File: src/design/oafb_pkg.sv
// ---------------------------------------------------------------------------
// Object access frame builder package
// Frame constants, the job record passed from the front to the back, and
// the byte-wide CRC-16 update used by the front.
// ---------------------------------------------------------------------------
`default_nettype none

package oafb_pkg;

    // frame bytes
    localparam logic [7:0] FRAME_START0 = 8'h90;
    localparam logic [7:0] FRAME_START1 = 8'h02;
    localparam logic [7:0] OP_WRITE     = 8'h68;
    localparam logic [7:0] OP_READ      = 8'h60;
    localparam logic [7:0] LEN_WRITE    = 8'h04;
    localparam logic [7:0] LEN_READ     = 8'h02;
    localparam logic [7:0] SUBINDEX     = 8'h00;

    // CRC-16, polynomial 0x1021, MSB first
    localparam logic [15:0] CRC_POLY = 16'h1021;
    localparam logic [15:0] CRC_INIT = 16'h0000;

    // CRC byte steps per frame (payload words plus the appended zero word)
    localparam logic [3:0] STEPS_READ  = 4'd8;
    localparam logic [3:0] STEPS_WRITE = 4'd12;

    // position of the CRC high byte
    localparam logic [3:0] LAST_POS_READ  = 4'd9;
    localparam logic [3:0] LAST_POS_WRITE = 4'd13;

    // one classified request with its finished CRC
    typedef struct packed {
        logic        is_write;
        logic [15:0] index;
        logic [31:0] value;
        logic [7:0]  node;
        logic [15:0] crc;
    } t_job;

    // shift one byte into the CRC, MSB first
    function automatic logic [15:0] crc_byte(input logic [15:0] crc_in,
                                             input logic [7:0]  data);
        logic [15:0] c;
        logic        carry;
        c = crc_in;
        for (int b = 7; b >= 0; b--) begin
            carry = c[15];
            c     = {c[14:0], data[b]};
            if (carry) begin
                c = c ^ CRC_POLY;
            end
        end
        return c;
    endfunction

endpackage

`default_nettype wire

File: src/design/oafb_ifs.sv
// ---------------------------------------------------------------------------
// Object access frame builder channels
// Valid/ready channels for requests, frame bytes and the node id write.
// ---------------------------------------------------------------------------
`default_nettype none

// request channel
interface oafb_req_if;
    logic        valid;
    logic        ready;
    logic        req_type;
    logic [15:0] object_index;
    logic [31:0] write_value;

    modport source (output valid, output req_type, output object_index,
                    output write_value, input ready);
    modport sink   (input valid, input req_type, input object_index,
                    input write_value, output ready);
endinterface

// frame byte channel
interface oafb_frm_if;
    logic       valid;
    logic       ready;
    logic [7:0] frame_byte;
    logic       last_byte;

    modport source (output valid, output frame_byte, output last_byte, input ready);
    modport sink   (input valid, input frame_byte, input last_byte, output ready);
endinterface

// node id write channel
interface oafb_cfg_if;
    logic       valid;
    logic       ready;
    logic [7:0] node_id;

    modport source (output valid, output node_id, input ready);
    modport sink   (input valid, input node_id, output ready);
endinterface

`default_nettype wire

File: src/design/oafb_front.sv
// ---------------------------------------------------------------------------
// Object access frame builder front end
// Accepts a request, latches it with the node id and runs the CRC over the
// payload one byte per cycle, then hands the job to the queue.
// ---------------------------------------------------------------------------
`default_nettype none

module oafb_front
    import oafb_pkg::*;
(
    input  wire logic       i_clk,
    input  wire logic       i_rst_n,
    input  wire logic [7:0] i_node_id,
    oafb_req_if.sink        i_req,
    output t_job            o_job,
    output logic            o_job_valid,
    input  wire logic       i_job_ready
);

    logic        r_busy;
    logic [3:0]  r_step;
    logic [15:0] r_crc;
    logic        r_is_write;
    logic [15:0] r_index;
    logic [31:0] r_value;
    logic [7:0]  r_node;

    logic       done;
    logic       push;
    logic       accept;
    logic [3:0] steps_end;
    logic [7:0] crc_in;

    assign steps_end   = r_is_write ? STEPS_WRITE : STEPS_READ;
    assign done        = r_busy && (r_step == steps_end);
    assign push        = done && i_job_ready;
    assign i_req.ready = !r_busy || push;
    assign accept      = i_req.valid && i_req.ready;

    // byte fed to the CRC: each little-endian word goes high byte first
    always_comb begin
        case (r_step)
            4'd0:    crc_in = r_is_write ? LEN_WRITE : LEN_READ;
            4'd1:    crc_in = r_is_write ? OP_WRITE : OP_READ;
            4'd2:    crc_in = r_index[7:0];
            4'd3:    crc_in = r_node;
            4'd4:    crc_in = SUBINDEX;
            4'd5:    crc_in = r_index[15:8];
            4'd6:    crc_in = r_is_write ? r_value[15:8] : 8'h00;
            4'd7:    crc_in = r_is_write ? r_value[7:0] : 8'h00;
            4'd8:    crc_in = r_value[31:24];
            4'd9:    crc_in = r_value[23:16];
            default: crc_in = 8'h00;
        endcase
    end

    // control
    always_ff @(posedge i_clk) begin
        if (!i_rst_n) begin
            r_busy <= 1'b0;
            r_step <= '0;
        end else if (accept) begin
            r_busy <= 1'b1;
            r_step <= '0;
        end else if (push) begin
            r_busy <= 1'b0;
        end else if (r_busy && !done) begin
            r_step <= r_step + 4'd1;
        end
    end

    // payload and CRC
    always_ff @(posedge i_clk) begin
        if (accept) begin
            r_is_write <= i_req.req_type;
            r_index    <= i_req.object_index;
            r_value    <= i_req.write_value;
            r_node     <= i_node_id;
            r_crc      <= CRC_INIT;
        end else if (r_busy && !done) begin
            r_crc <= crc_byte(r_crc, crc_in);
        end
    end

    assign o_job_valid    = done;
    assign o_job.is_write = r_is_write;
    assign o_job.index    = r_index;
    assign o_job.value    = r_value;
    assign o_job.node     = r_node;
    assign o_job.crc      = r_crc;

endmodule

`default_nettype wire

File: src/design/oafb_queue.sv
// ---------------------------------------------------------------------------
// Object access frame builder job queue
// Small FIFO of finished jobs between the front and the back.
// ---------------------------------------------------------------------------
`default_nettype none

module oafb_queue
    import oafb_pkg::*;
#(
    parameter int DEPTH = 2
)(
    input  wire logic i_clk,
    input  wire logic i_rst_n,
    input  wire t_job i_push_job,
    input  wire logic i_push_valid,
    output logic      o_push_ready,
    output t_job      o_head,
    output logic      o_head_valid,
    input  wire logic i_pop_ready
);

    localparam int PW = (DEPTH > 1) ? $clog2(DEPTH) : 1;
    localparam int CW = $clog2(DEPTH + 1);

    t_job          r_mem [DEPTH];
    logic [PW-1:0] r_wr_ptr;
    logic [PW-1:0] r_rd_ptr;
    logic [CW-1:0] r_count;

    logic push;
    logic pop;

    assign o_push_ready = (r_count != CW'(DEPTH));
    assign o_head_valid = (r_count != '0);
    assign push         = i_push_valid && o_push_ready;
    assign pop          = i_pop_ready && o_head_valid;
    assign o_head       = r_mem[r_rd_ptr];

    // pointers and fill count
    always_ff @(posedge i_clk) begin
        if (!i_rst_n) begin
            r_wr_ptr <= '0;
            r_rd_ptr <= '0;
            r_count  <= '0;
        end else begin
            if (push) begin
                r_wr_ptr <= (r_wr_ptr == PW'(DEPTH - 1)) ? '0 : r_wr_ptr + PW'(1);
            end
            if (pop) begin
                r_rd_ptr <= (r_rd_ptr == PW'(DEPTH - 1)) ? '0 : r_rd_ptr + PW'(1);
            end
            if (push && !pop) begin
                r_count <= r_count + CW'(1);
            end else if (pop && !push) begin
                r_count <= r_count - CW'(1);
            end
        end
    end

    // storage
    always_ff @(posedge i_clk) begin
        if (push) begin
            r_mem[r_wr_ptr] <= i_push_job;
        end
    end

`ifndef ASSERT_OFF
    // fill count never passes the depth
    a_count_range: assert property (@(posedge i_clk) disable iff (!i_rst_n)
        r_count <= CW'(DEPTH))
        else $error("queue count beyond depth");

    // a lone push grows the count by one
    a_push_count: assert property (@(posedge i_clk) disable iff (!i_rst_n)
        push && !pop |=> r_count == $past(r_count) + CW'(1))
        else $error("queue count did not grow on push");

    // a waiting head stays put until popped
    a_head_hold: assert property (@(posedge i_clk) disable iff (!i_rst_n)
        o_head_valid && !i_pop_ready |=> $stable(o_head))
        else $error("queue head changed while held");
`endif

endmodule

`default_nettype wire

File: src/design/oafb_back.sv
// ---------------------------------------------------------------------------
// Object access frame builder back end
// Takes jobs from the queue and sends the frame one byte per item, flagging
// the CRC high byte as the last.
// ---------------------------------------------------------------------------
`default_nettype none

module oafb_back
    import oafb_pkg::*;
(
    input  wire logic i_clk,
    input  wire logic i_rst_n,
    input  wire t_job i_job,
    input  wire logic i_job_valid,
    output logic      o_job_ready,
    oafb_frm_if.source o_frm
);

    logic       r_active;
    logic [3:0] r_pos;
    t_job       r_job;

    logic       fire;
    logic       is_last;
    logic       load;
    logic [3:0] last_pos;
    logic [7:0] tail_byte;

    assign last_pos    = r_job.is_write ? LAST_POS_WRITE : LAST_POS_READ;
    assign is_last     = (r_pos == last_pos);
    assign fire        = r_active && o_frm.ready;
    assign o_job_ready = !r_active || (fire && is_last);
    assign load        = i_job_valid && o_job_ready;

    // bytes after the subindex: value bytes on writes, then the CRC
    always_comb begin
        if (r_job.is_write) begin
            case (r_pos)
                4'd8:    tail_byte = r_job.value[7:0];
                4'd9:    tail_byte = r_job.value[15:8];
                4'd10:   tail_byte = r_job.value[23:16];
                4'd11:   tail_byte = r_job.value[31:24];
                4'd12:   tail_byte = r_job.crc[7:0];
                default: tail_byte = r_job.crc[15:8];
            endcase
        end else begin
            tail_byte = (r_pos == 4'd8) ? r_job.crc[7:0] : r_job.crc[15:8];
        end
    end

    // frame byte select
    always_comb begin
        case (r_pos)
            4'd0:    o_frm.frame_byte = FRAME_START0;
            4'd1:    o_frm.frame_byte = FRAME_START1;
            4'd2:    o_frm.frame_byte = r_job.is_write ? OP_WRITE : OP_READ;
            4'd3:    o_frm.frame_byte = r_job.is_write ? LEN_WRITE : LEN_READ;
            4'd4:    o_frm.frame_byte = r_job.node;
            4'd5:    o_frm.frame_byte = r_job.index[7:0];
            4'd6:    o_frm.frame_byte = r_job.index[15:8];
            4'd7:    o_frm.frame_byte = SUBINDEX;
            default: o_frm.frame_byte = tail_byte;
        endcase
    end

    assign o_frm.valid     = r_active;
    assign o_frm.last_byte = is_last;

    // sequencing
    always_ff @(posedge i_clk) begin
        if (!i_rst_n) begin
            r_active <= 1'b0;
            r_pos    <= '0;
        end else if (load) begin
            r_active <= 1'b1;
            r_pos    <= '0;
        end else if (fire && is_last) begin
            r_active <= 1'b0;
        end else if (fire) begin
            r_pos <= r_pos + 4'd1;
        end
    end

    // job holding register
    always_ff @(posedge i_clk) begin
        if (load) begin
            r_job <= i_job;
        end
    end

`ifndef ASSERT_OFF
    // position never runs past the CRC high byte
    a_pos_range: assert property (@(posedge i_clk) disable iff (!i_rst_n)
        r_active |-> r_pos <= last_pos)
        else $error("frame position beyond last byte");

    // a taken mid-frame byte advances the position by one
    a_pos_step: assert property (@(posedge i_clk) disable iff (!i_rst_n)
        fire && !is_last |=> r_active && r_pos == $past(r_pos) + 4'd1)
        else $error("frame position did not advance");

    // a loaded job starts at the first start byte
    a_load_start: assert property (@(posedge i_clk) disable iff (!i_rst_n)
        load |=> r_active && r_pos == '0)
        else $error("new frame did not start at position zero");
`endif

endmodule

`default_nettype wire

File: src/design/object_access_frame_builder_top.sv
// ---------------------------------------------------------------------------
// Object access frame builder
// Turns read/write object requests into serial-link frames, byte by byte.
//
// Channels: i_req takes one request item (req_type, object_index,
// write_value); o_frm gives one frame byte per item, last_byte set on the
// CRC high byte; i_cfg writes the node id and is always ready.
// A read frame is 10 bytes, a write frame 14 bytes.
// The front latches a request, runs 8 CRC byte steps (12 for a write) and
// pushes the job into the queue; the back loads it and sends the frame.
// Throughput: the back sends one byte per cycle with a ready receiver;
// the front finishes a job sooner than the back sends a frame of the same
// kind, so back-to-back requests of one kind keep the output busy every
// cycle. The job queue lets the front finish the next CRC while the back
// waits.
// Reset: synchronous, active low; empties the queue, drops any frame in
// flight and sets the node id to 1.
// A stalled receiver holds the current byte; the queue then fills and the
// request channel drops ready.
// ---------------------------------------------------------------------------
`default_nettype none

module object_access_frame_builder_top
    import oafb_pkg::*;
#(
    parameter int QUEUE_DEPTH = 2
)(
    input  wire logic  i_clk,
    input  wire logic  i_rst_n,
    oafb_cfg_if.sink   i_cfg,
    oafb_req_if.sink   i_req,
    oafb_frm_if.source o_frm
);

    logic [7:0] r_node_id;

    t_job front_job;
    logic front_valid;
    logic front_ready;
    t_job head_job;
    logic head_valid;
    logic head_ready;

    // node id register
    assign i_cfg.ready = 1'b1;

    always_ff @(posedge i_clk) begin
        if (!i_rst_n) begin
            r_node_id <= 8'h01;
        end else if (i_cfg.valid) begin
            r_node_id <= i_cfg.node_id;
        end
    end

    oafb_front u_front (
        .i_clk       (i_clk),
        .i_rst_n     (i_rst_n),
        .i_node_id   (r_node_id),
        .i_req       (i_req),
        .o_job       (front_job),
        .o_job_valid (front_valid),
        .i_job_ready (front_ready)
    );

    oafb_queue #(
        .DEPTH (QUEUE_DEPTH)
    ) u_queue (
        .i_clk        (i_clk),
        .i_rst_n      (i_rst_n),
        .i_push_job   (front_job),
        .i_push_valid (front_valid),
        .o_push_ready (front_ready),
        .o_head       (head_job),
        .o_head_valid (head_valid),
        .i_pop_ready  (head_ready)
    );

    oafb_back u_back (
        .i_clk       (i_clk),
        .i_rst_n     (i_rst_n),
        .i_job       (head_job),
        .i_job_valid (head_valid),
        .o_job_ready (head_ready),
        .o_frm       (o_frm)
    );

endmodule

`default_nettype wire

File: src/flat_wrapper.sv
// flat-port wrapper written by rule: the top's interface ports become plain ports
module object_access_frame_builder_top_flat import oafb_pkg::*;
#(
    parameter int QUEUE_DEPTH = 2
)
  (i_clk, i_rst_n, i_cfg_valid, i_cfg_node_id, i_cfg_ready, i_req_valid, i_req_req_type, i_req_object_index, i_req_write_value, i_req_ready, o_frm_valid, o_frm_frame_byte, o_frm_last_byte, o_frm_ready);
  oafb_cfg_if i_cfg_i ();
  oafb_req_if i_req_i ();
  oafb_frm_if o_frm_i ();
  input  wire logic i_clk;
  input  wire logic i_rst_n;
  input wire logic [$bits(i_cfg_i.valid)-1:0] i_cfg_valid;
  input wire logic [$bits(i_cfg_i.node_id)-1:0] i_cfg_node_id;
  output wire logic [$bits(i_cfg_i.ready)-1:0] i_cfg_ready;
  input wire logic [$bits(i_req_i.valid)-1:0] i_req_valid;
  input wire logic [$bits(i_req_i.req_type)-1:0] i_req_req_type;
  input wire logic [$bits(i_req_i.object_index)-1:0] i_req_object_index;
  input wire logic [$bits(i_req_i.write_value)-1:0] i_req_write_value;
  output wire logic [$bits(i_req_i.ready)-1:0] i_req_ready;
  output wire logic [$bits(o_frm_i.valid)-1:0] o_frm_valid;
  output wire logic [$bits(o_frm_i.frame_byte)-1:0] o_frm_frame_byte;
  output wire logic [$bits(o_frm_i.last_byte)-1:0] o_frm_last_byte;
  input wire logic [$bits(o_frm_i.ready)-1:0] o_frm_ready;
  assign i_cfg_i.valid = i_cfg_valid;
  assign i_cfg_i.node_id = i_cfg_node_id;
  assign i_cfg_ready = i_cfg_i.ready;
  assign i_req_i.valid = i_req_valid;
  assign i_req_i.req_type = i_req_req_type;
  assign i_req_i.object_index = i_req_object_index;
  assign i_req_i.write_value = i_req_write_value;
  assign i_req_ready = i_req_i.ready;
  assign o_frm_valid = o_frm_i.valid;
  assign o_frm_frame_byte = o_frm_i.frame_byte;
  assign o_frm_last_byte = o_frm_i.last_byte;
  assign o_frm_i.ready = o_frm_ready;
  object_access_frame_builder_top #(.QUEUE_DEPTH(QUEUE_DEPTH)) u_core (.i_clk(i_clk), .i_rst_n(i_rst_n), .i_cfg(i_cfg_i), .i_req(i_req_i), .o_frm(o_frm_i));
endmodule
File: config.mk
export PLATFORM = sky130hd
export DESIGN_NAME = object_access_frame_builder_top_flat
export DESIGN_NICKNAME = d
export VERILOG_FILES = /design/src/design/oafb_pkg.sv /design/src/design/oafb_ifs.sv /design/src/design/oafb_front.sv /design/src/design/oafb_queue.sv /design/src/design/oafb_back.sv /design/src/design/object_access_frame_builder_top.sv /design/src/flat_wrapper.sv
export SDC_FILE = /design/constraint.sdc
export NUM_CORES = 1
export LEC_CHECK = 0
export ABC_AREA = 1
export BUFFER_PORTS_ARGS = -buffer_cell sky130_fd_sc_hd__buf_4
export CAP_MARGIN = 20
export CORE_UTILIZATION = 55
export CTS_CLUSTER_DIAMETER = 200
export DETAILED_ROUTE_END_ITERATION = 8
export GPL_ROUTABILITY_DRIVEN = 0
export PLACE_DENSITY = 0.78
export SKIP_CTS_REPAIR_TIMING = 1
export SLEW_MARGIN = 20
export SYNTH_ARGS = -nofsm -noshare
export SYNTH_HDL_FRONTEND = slang
export SYNTH_SLANG_ARGS = --single-unit
File: constraint.sdc
create_clock -name i_clk -period 4.3 [get_ports i_clk]
set_input_delay 0.43 -clock i_clk [delete_from_list [all_inputs] [get_ports i_clk]]
set_output_delay 0.43 -clock i_clk [all_outputs]
set_load 0.02 [all_outputs]
==> impl_metrics.env, run 1 <==
export IMPL_status="complete, no violations"
export IMPL_layout_worst_path_cycle_share=0.7297
export IMPL_ys_ff_latch=314
export IMPL_pin_count=74
export IMPL_worstPathMaxFanout=16
export IMPL_synth_ff_type="edfxtp_1"
export IMPL_switching_power_w=0.002265
export IMPL_combinationalPowerShare=0.152
export IMPL_finalMaxSlewViolations=0
export IMPL_arrival_ns=2.71
export IMPL_timing_hold_ws_ns=0.05367
export IMPL_r2r_cells=9
export IMPL_p_leak_nw=5.995
export IMPL_synth_warnings=0
export IMPL_drt_total_wl_mm=28.11
export IMPL_initial_core_util=0.5657
export IMPL_grt_max_degree=75
export IMPL_first_pass_iters=5
export IMPL_numCtsBuffers=30
export IMPL_drc=0
export IMPL_r2r_end="u_core.u_front.r_node[6]"
export IMPL_grt_pass1_wl_mm=43.07
export IMPL_syn_area_mm2=0.01292
export IMPL_async_reset_ff_frac=0
export IMPL_holdPathStages=1
export IMPL_nFillCells=1716
export IMPL_clockBufferDepth=3
export IMPL_gr_total_overflow=0
export IMPL_hold_viol=0
export IMPL_first_iter_violations=958
export IMPL_mostFrequentLayoutCells="426 x nand2_1, 276 x edfxtp_1, 88 x inv_1"
export IMPL_min_from="i_req_write_value[28]"
export IMPL_nets=1309
export IMPL_rsz0062_at_grt="false"
export IMPL_die_area_mm2=0.02412
export IMPL_cp_start_kind="flip-flop"
export IMPL_crit_path_start="u_core.u_back.r_pos[0]"
export IMPL_fin_area_mm2=0.01476
export IMPL_clkSinkCount=314
export IMPL_syn_inst=1164
export IMPL_seq_area_frac_synth=0.7001
export IMPL_die_x_um=155.3
export IMPL_portBuffers=72
export IMPL_fin_ws_ns=1.162
export IMPL_tightestPinTransition_ns=0.8300
export IMPL_whs_endpoint="u_core.u_front.r_value[28]"
export IMPL_max_slew_margin=0.4467
export IMPL_ys_types=38
export IMPL_core_area_mm2=0.02285
export IMPL_crit_type="flip-flop to output pin"
export IMPL_ant_nets=0
export IMPL_syn_nets=1235
export IMPL_dp_slack_ns=1.394
export IMPL_grt_pass1_vias=7870
export IMPL_switching_share=0.2794
export IMPL_die_h_um=155.3
export IMPL_clkPwrFrac=0.329
export IMPL_antenna_found_initial=1
export IMPL_maxCapViolCount=0
export IMPL_hp_class="input port to flip-flop"
export IMPL_irDropWorstVdd_mv=0.3774
export IMPL_via_per_inst=5.353
export IMPL_cts_max_level=1
export IMPL_dpl_hpwl_mm=19.01
export IMPL_p_per_area_mw_per_mm2=549.3
export IMPL_clk_latency_ns=0.55
export IMPL_via_count=8437
export IMPL_syn_area_per_cell_um2=11.10
export IMPL_setup_viol=0
export IMPL_cts_tree="done"
export IMPL_p_seq_frac=0.519
export IMPL_reg2reg_from="u_core.u_front.r_is_write"
export IMPL_setup_tns_ns=0
export IMPL_path_clk_slew_ns=0.07
export IMPL_final_common_cell="nand2_1"
export IMPL_finClkSkew_ns=0.02086
export IMPL_syn_to_final_growth_pct=14.19
export IMPL_cts_root_buf="clkbuf_16"
export IMPL_fmax_mhz=318.7
export IMPL_synth_enable_flop_cells=276
export IMPL_intPower_w=0.005842
export IMPL_placed_area_mm2=0.01373
export IMPL_grtUsageTotal=0.2382
export IMPL_row_count=55
export IMPL_required_ns=3.87
export IMPL_drive_gt1_frac=0.1410
export IMPL_r2r_slack_ns=1.33
export IMPL_endpoint_kind="output pin"
export IMPL_fin_crit_ns=3.138
export IMPL_routedWlPerCell_um=17.84
## kinds of logic (layout without fill, tap and decap cells)
| logic type | Yosys count | after routing | share of synthesized area |
|---|---|---|---|
| and+or+nand+nor | 602 | 602 | 0.1942 |
| adders and majority gates | 9 | 9 | 0.008713 |
| DFF | 314 | 314 | 0.7001 |
| buffers and inverters | 135 | 233 | 0.04569 |
| xor gates and xnor gates | 16 | 16 | 0.01084 |
| AOI/OAI and AO/OA | 87 | 87 | 0.04018 |
| other | 1 | 2 | 0.0002901 |
## area by class of cell
cell class,instances,area [um^2],area share
Inverter,97,366.6,0.02484
Clock buffer,36,824.5,0.05587
Timing Repair Buffer,80,625.6,0.04239
Clock inverter,20,197.7,0.01339
Multi-Input combinational cell,715,3301,0.2236
Antenna cell,1,2.502,0.0001695
Tap cell,313,391.6,0.02653
Sequential cell,314,9050,0.6132
## metrics by stage
step / util / total power [W] / cells
floorplan: - / 0.004977 / 1164
global placement: 0.6012 / 0.005424 / 1519
detailed placement: 0.6012 / 0.005482 / 1519
CTS: 0.6459 / 0.008121 / 1575
global route: 0.6459 / 0.008419 / 1575
finish: 0.6460 / 0.008107 / 1576
## layer usage
metal,GRT usage,part of all wire,vias up
met4,0.07003,0.027,0
met1,0.3375,0.41,3929
li1,-,-,4012
met2,0.3788,0.46,439
met3,0.04373,0.096,57
met5,0,0,-
## sequential cells by signal, indices dropped and copies added, names as in the netlist, 8 cells and up
signal and cells:
u_core.r_node_id 8, u_core.u_back.r_job 73, u_core.u_front.r_crc 16, u_core.u_front.r_index 16
u_core.u_front.r_node 8, u_core.u_front.r_value 32, u_core.u_queue.r_mem 146
## how the worst max path moves through the flow
stage and endpoint:
2_1_floorplan u_core.u_queue.r_mem[1][0], 3_5_place_dp u_core.u_front.r_node[0], 6_report o_frm_frame_byte[1], 4_1_cts o_frm_frame_byte[1]
3_3_place_gp u_core.u_front.r_node[5], 5_1_grt o_frm_frame_byte[7]
## synth_stat cells (2+ instances only)
cell,n,share of area
nor2_1,79,0.023
ha_1,9,0.0087
inv_1,90,0.026
o21ai_0,36,0.014
buf_4,8,0.0046
nor2_2,6,0.0029
nand3_4,2,0.0027
nor3_1,5,0.0019
and3_1,5,0.0024
a21oi_2,4,0.0027
o21ai_1,4,0.0015
nand2_1,426,0.12
inv_2,6,0.0017
xnor2_1,7,0.0047
nand3_1,47,0.018
nand2_4,4,0.0035
o211ai_2,3,0.0029
a21oi_1,31,0.012
edfxtp_1,276,0.64
nor2_4,5,0.0044
xor2_1,9,0.0061
buf_1,4,0.0012
nand2_2,3,0.0015
clkbuf_1,15,0.0044
dfxtp_1,38,0.059
nand4_1,17,0.0082
buf_2,5,0.0019
buf_6,6,0.0052
o21ai_2,5,0.0034
## power groups by stage
stage | clock, W | sequential (W) | combinational (W)
2_1_floorplan | 0 | 0.00414 | 0.000842
3_3_place_gp | 0 | 0.00424 | 0.00118
3_5_place_dp | 0 | 0.00427 | 0.00122
4_1_cts | 0.00269 | 0.00421 | 0.00123
6_report | 0.00266 | 0.00421 | 0.00123
5_1_grt | 0.00280 | 0.00424 | 0.00138
## critical path, cell delays in order, from the launching register on
cell     delay (ns)
dfxtp_1        0.42
inv_1          0.10
ha_1           0.36
inv_1          0.18
a31oi_1        0.11
nor2_2         0.52
nor3_1         0.10
a21oi_1        0.21
buf_4          0.18
Power figures use the tool's default switching activity.
==> run 2, diff against run 1 <==
- CORE_UTILIZATION: 55 -> 61
- PLACE_DENSITY: 0.78 -> 0.82
- clock period: 4.3 -> 3.11 ns (I/O delays scaled with it)
==> run 2 against run 1 <==
  * The run now ends with negative hold slack left
  * Highest routed layer unchanged
  * Critical path type unchanged
  * Worst hold slack got worse by 0.054 ns
  * Sequential share of layout area down 1.8 points
  * Routed wire length up 8.3%
  * Critical endpoint unchanged
  * Register-to-register slack got worse by 0.74 ns
  * Worst setup slack got worse by 1.0 ns
  * First-iteration DRC count rose by 17%
==> impl_metrics.env, run 2 (synthesis results as in run 1) <==
export IMPL_max_slew_margin=0.4222
export IMPL_placed_area_mm2=0.01370
export IMPL_mostFrequentLayoutCells="426 x nand2_1, 276 x edfxtp_1, 87 x inv_1"
export IMPL_via_count=8916
export IMPL_layout_worst_path_cycle_share=0.9624
export IMPL_dp_slack_ns=0.6808
export IMPL_first_iter_violations=1124
export IMPL_via_per_inst=5.622
export IMPL_crit_type="flip-flop to output pin"
export IMPL_grt_pass1_wl_mm=44.17
export IMPL_clockBufferDepth=3
export IMPL_grt_pass1_vias=8035
export IMPL_ant_nets=0
export IMPL_tightestPinTransition_ns=0.8667
export IMPL_timing_hold_ws_ns=-0.0007809
export IMPL_routedWlPerCell_um=19.20
export IMPL_largest_register_ffs=146
export IMPL_cp_start_kind="flip-flop"
export IMPL_finalMaxSlewViolations=0
export IMPL_pin_count=74
export IMPL_die_x_um=147.6
export IMPL_irDropWorstVdd_mv=0.5948
export IMPL_clk_latency_ns=0.57
export IMPL_hp_class="input port to flip-flop"
export IMPL_p_leak_nw=6.196
export IMPL_setup_tns_ns=0
export IMPL_row_count=52
export IMPL_grtUsageTotal=0.2697
export IMPL_top_regs="u_core.u_queue.r_mem: 146 flops, u_core.u_back.r_job: 73 flops, u_core.u_front.r_value: 32 flops"
export IMPL_grt_max_degree=75
export IMPL_top_register="u_core.u_queue.r_mem"
export IMPL_fin_crit_ns=2.993
export IMPL_drive_gt1_frac=0.1337
export IMPL_clkSinkCount=314
export IMPL_drc=0
export IMPL_drt_total_wl_mm=30.45
export IMPL_gr_total_overflow=0
export IMPL_p_total_w=0.01128
export IMPL_setup_viol=0
export IMPL_fin_ws_ns=0.1171
export IMPL_worstPathMaxFanout=13
export IMPL_first_pass_iters=7
export IMPL_syn_to_final_growth_pct=17.72
export IMPL_initial_core_util=0.6306
export IMPL_nFillCells=1264
export IMPL_die_area_mm2=0.02177
export IMPL_nets=1363
export IMPL_numCtsBuffers=30
export IMPL_multi_input_area_mm2=0.003303
export IMPL_portBuffers=72
export IMPL_rsz0062_at_grt="false"
export IMPL_cts_max_level=1
export IMPL_path_clk_slew_ns=0.06
export IMPL_fmax_mhz=334.1
export IMPL_cts_root_buf="clkbuf_16"
export IMPL_fin_area_mm2=0.01522
export IMPL_p_per_area_mw_per_mm2=741.2
export IMPL_antenna_found_initial=0
export IMPL_violations="negative hold slack"
export IMPL_required_ns=2.80
export IMPL_hold_viol=1
export IMPL_maxCapViolCount=0
export IMPL_finish_utilization=0.7424
export IMPL_final_common_cell="nand2_1"
export IMPL_finClkSkew_ns=0.02382
export IMPL_cts_tree="done"
export IMPL_status="finished, violations left"
export IMPL_die_h_um=147.6
export IMPL_core_area_mm2=0.02049
export IMPL_diodes=0
export IMPL_arrival_ns=2.68
export IMPL_endpoint_kind="output pin"
export IMPL_dpl_hpwl_mm=19.18
export IMPL_ff_latch_area_mm2=0.009050
==> run 2: changes by cell type in the layout (fill, tap and decap cells not counted), sizes merged <==
cell / previous run / this run
diode: 1 / 0
dlygate4sd3: 0 / 53
clkbuf: 36 / 39
buf: 80 / 81
clkinvlp: 2 / 1
inv: 98 / 96
==> run 2: final cells by class <==
| cell class | instances | area share |
|---|---|---|
| Sequential cell | 314 | 0.5948 |
| Clock buffer | 39 | 0.05287 |
| Clock inverter | 17 | 0.01143 |
| Inverter | 97 | 0.02434 |
| Tap cell | 270 | 0.02220 |
| Timing Repair Buffer | 134 | 0.07730 |
| Multi-Input combinational cell | 715 | 0.2171 |
==> run 2: worst paths after layout <==
check	startpoint	to	slack, ns	cells after the start
min reg2reg	u_core.r_node_id[2]	u_core.u_front.r_node[2]	0.43	0
max reg2reg	u_core.u_front.r_is_write	u_core.u_front.r_index[12]	0.59	9
max	u_core.u_back.r_pos[3]	o_frm_frame_byte[1]	0.12	8
min	i_cfg_node_id[6]	u_core.r_node_id[6]	-0.0008	3
==> run 2: through the flow <==
step	hold WS, ns	std cells
after global routing	0.001837	1586
after floorplan	0.4029	1164
after detailed placement	0.4176	1477
final	-0.0007809	1586
after global placement	0.4096	1477
after CTS	-0.08971	1533
==> run 2: report_power, final <==
part / switching (W) / internal, W / leakage [nW]
Sequential: 0.000479 / 0.00544 / 2.87
Clock: 0.00154 / 0.00208 / 0.484
Combinational: 0.00119 / 0.000554 / 2.85
Total: 0.00321 / 0.00807 / 6.20
==> run 2: layer usage <==
layer  up-vias  share of wire  global-route usage
met1      4126           0.38              0.3752
met4         0          0.036             0.09536
met2       569           0.48              0.4335
met3        96           0.10             0.04630
met5         -              0                   0
li1       4125              -                   -
==> run 2: critical path, stage by stage, from the launching register on <==
cell	delay (ns)
dfxtp_1	0.68
nand2_1	0.18
nor2_2	0.40
nand2_1	0.13
and3_1	0.21
nand2_1	0.09
nand2_1	0.07
a21oi_1	0.19
buf_4	0.18
==> run 3, diff against run 2 <==
- ABC_CLOCK_PERIOD_IN_PS: default -> 3110
- CORE_UTILIZATION: 61 -> 50
- PLACE_DENSITY: 0.82 -> 0.69
- SKIP_CTS_REPAIR_TIMING: 1 -> default
==> run 3 against run 2 <==
  * The flow now finishes without violations
  * Maximum frequency increased by 1.2%
  * Sequential share of layout area decreased by 0.79 points
  * Via count is 3.8% lower
  * Non-clock buffer count rose by 6
  * Utilization decreased by 13 points
  * Global-route usage is 4.3 points lower
  * Routed wire length decreased by 3.6%
  * Clock power is 4% higher
  * First-iteration DRC count fell by 22%
  * Sequential power hardly changed
  * Total power grew 1.7%
==> impl_metrics.env, run 3 (synthesis results as in run 1) <==
export IMPL_gr_total_overflow=0
export IMPL_dp_slack_ns=0.7022
export IMPL_switching_share=0.2788
export IMPL_dpl_hpwl_mm=19.81
export IMPL_die_x_um=162.8
export IMPL_grt_pass1_wl_mm=44.93
export IMPL_cp_start_kind="flip-flop"
export IMPL_top_register="u_core.u_queue.r_mem"
export IMPL_largest_register_ffs=146
export IMPL_crit_path_end="o_frm_frame_byte[1]"
export IMPL_maxCapViolCount=0
export IMPL_fin_cells=1653
export IMPL_path_clk_slew_ns=0.06
export IMPL_r2r_end="u_core.u_queue.r_count[1]"
export IMPL_nFillCells=1992
export IMPL_endpoint_kind="output pin"
export IMPL_drive_gt1_frac=0.1361
export IMPL_die_h_um=162.8
export IMPL_initial_core_util=0.5118
export IMPL_mostFrequentLayoutCells="426 x nand2_1, 276 x edfxtp_1, 87 x inv_1"
export IMPL_core_area_mm2=0.02525
export IMPL_placed_cells=1539
export IMPL_numCtsBuffers=31
export IMPL_portBuffers=72
export IMPL_die_area_mm2=0.02650
export IMPL_nets=1370
export IMPL_max_slew_margin=0.4142
export IMPL_irDropWorstVdd_mv=0.5398
export IMPL_clkPwrFrac=0.328
export IMPL_setup_viol=0
export IMPL_postCtsSetupBuffers=0
export IMPL_routedWlPerCell_um=17.76
export IMPL_tightestPinTransition_ns=0.8788
export IMPL_combinationalPowerShare=0.153
export IMPL_required_ns=2.80
export IMPL_status="complete, no violations"
export IMPL_cts_tree="done"
export IMPL_grtUsageTotal=0.2269
export IMPL_worstPathMaxFanout=16
export IMPL_first_pass_iters=6
export IMPL_cts_max_level=1
export IMPL_first_iter_violations=877
export IMPL_drc=0
export IMPL_fin_crit_ns=2.956
export IMPL_p_per_area_mw_per_mm2=744.0
export IMPL_via_per_inst=5.191
export IMPL_crit_type="flip-flop to output pin"
export IMPL_reg2reg_from="u_core.u_back.r_pos[3]"
export IMPL_layout_worst_path_cycle_share=0.9506
export IMPL_ant_nets=0
export IMPL_finalMaxSlewViolations=0
export IMPL_switching_power_w=0.003198
export IMPL_hp_class="input port to flip-flop"
export IMPL_top_regs="u_core.u_queue.r_mem: 146 flops, u_core.u_back.r_job: 73 flops, u_core.u_front.r_value: 32 flops"
export IMPL_setup_tns_ns=0
export IMPL_diodes=0
export IMPL_p_seq_frac=0.519
export IMPL_fmax_mhz=338.3
export IMPL_rsz0062_at_grt="false"
export IMPL_arrival_ns=2.65
export IMPL_via_count=8581
export IMPL_finClkSkew_ns=0.01378
export IMPL_row_count=58
export IMPL_antenna_found_initial=0
export IMPL_grt_max_degree=75
export IMPL_pin_count=74
export IMPL_r2r_cells=10
export IMPL_crit_path_start="u_core.u_back.r_pos[1]"
export IMPL_intPower_w=0.008275
export IMPL_drt_total_wl_mm=29.35
export IMPL_fin_ws_ns=0.1537
export IMPL_p_leak_nw=6.260
export IMPL_syn_to_final_growth_pct=19.30
export IMPL_clockBufferDepth=3
export IMPL_clk_latency_ns=0.55
export IMPL_r2r_slack_ns=0.72
export IMPL_grt_pass1_vias=7974
export IMPL_hold_viol=0
export IMPL_cts_root_buf="clkbuf_16"
export IMPL_clkSinkCount=314
export IMPL_final_common_cell="nand2_1"
## run 3: cell type report
type	instances	area (um^2)	share of cell area
Inverter	97	370.4	0.02402
Clock buffer	40	850.8	0.05518
Timing Repair Buffer	140	1244	0.08066
Tap cell	330	412.9	0.02678
Multi-Input combinational cell	715	3303	0.2142
Sequential cell	314	9050	0.5869
Clock inverter	17	188.9	0.01225
## run 3: worst min-delay path by stage
stage | startpoint | end | slack [ns] | cells after the start
6_report | i_cfg_valid | u_core.r_node_id[0] | 0.04 | 3
5_1_grt | i_cfg_valid | u_core.r_node_id[0] | 0.05 | 3
4_1_cts | i_cfg_valid | u_core.r_node_id[0] | 0.02 | 3
3_5_place_dp | u_core.r_node_id[7] | u_core.u_front.r_node[7] | 0.42 | 0
3_3_place_gp | u_core.r_node_id[6] | u_core.u_front.r_node[6] | 0.41 | 0
2_1_floorplan | u_core.r_node_id[1] | u_core.u_front.r_node[1] | 0.40 | 0
## run 3: through the flow
stage	area [um^2]	hold WS (ns)	utilization	total power [W]
floorplan	12940	0.4029	-	0.006882
global route	15420	0.05061	0.6106	0.01192
finish	15420	0.04460	0.6106	0.01147
global placement	13800	0.4087	0.5466	0.007668
detailed placement	13800	0.4190	0.5466	0.007707
CTS	15410	0.02364	0.6103	0.01149
## run 3: critical path, cell delays in order (launching register included)
cell and delay (ns):
dfxtp_1 0.42, inv_1 0.10, ha_1 0.22, nand2_1 0.10, inv_1 0.07, nand2_1 0.05
o21ai_1 0.11, nor2_4 0.38, nor2_1 0.08, nand2_1 0.11, nand2_1 0.07, a21oi_1 0.20
buf_4 0.18
## run 3: power groups by stage
stage | clock network (W) | registers (W) | logic [W]
after CTS | 0.00381 | 0.00593 | 0.00175
after global placement | 0 | 0.00601 | 0.00166
after global routing | 0.00397 | 0.00599 | 0.00195
final | 0.00376 | 0.00595 | 0.00175
after floorplan | 0 | 0.00572 | 0.00116
after detailed placement | 0 | 0.00602 | 0.00169
## run 3: what timing repair did
| item | 4_1_cts | 5_1_grt |
|---|---|---|
| gates resized for setup | 0 | 2 |
| hold buffers | 57 | 0 |
| hold endpoints to repair | 57 | 0 |
| endpoints found under the setup margin | 0 | 8 |
## run 3: metal layers
| layer | GRT usage | vias up | routed length, um |
|---|---|---|---|
| met1 | 0.3269 | 4025 | 12730 |
| met3 | 0.03998 | 54 | 2577 |
| met5 | 0 | - | 0 |
| met4 | 0.05438 | 0 | 633 |
| met2 | 0.3588 | 356 | 13410 |
| li1 | - | 4146 | - |
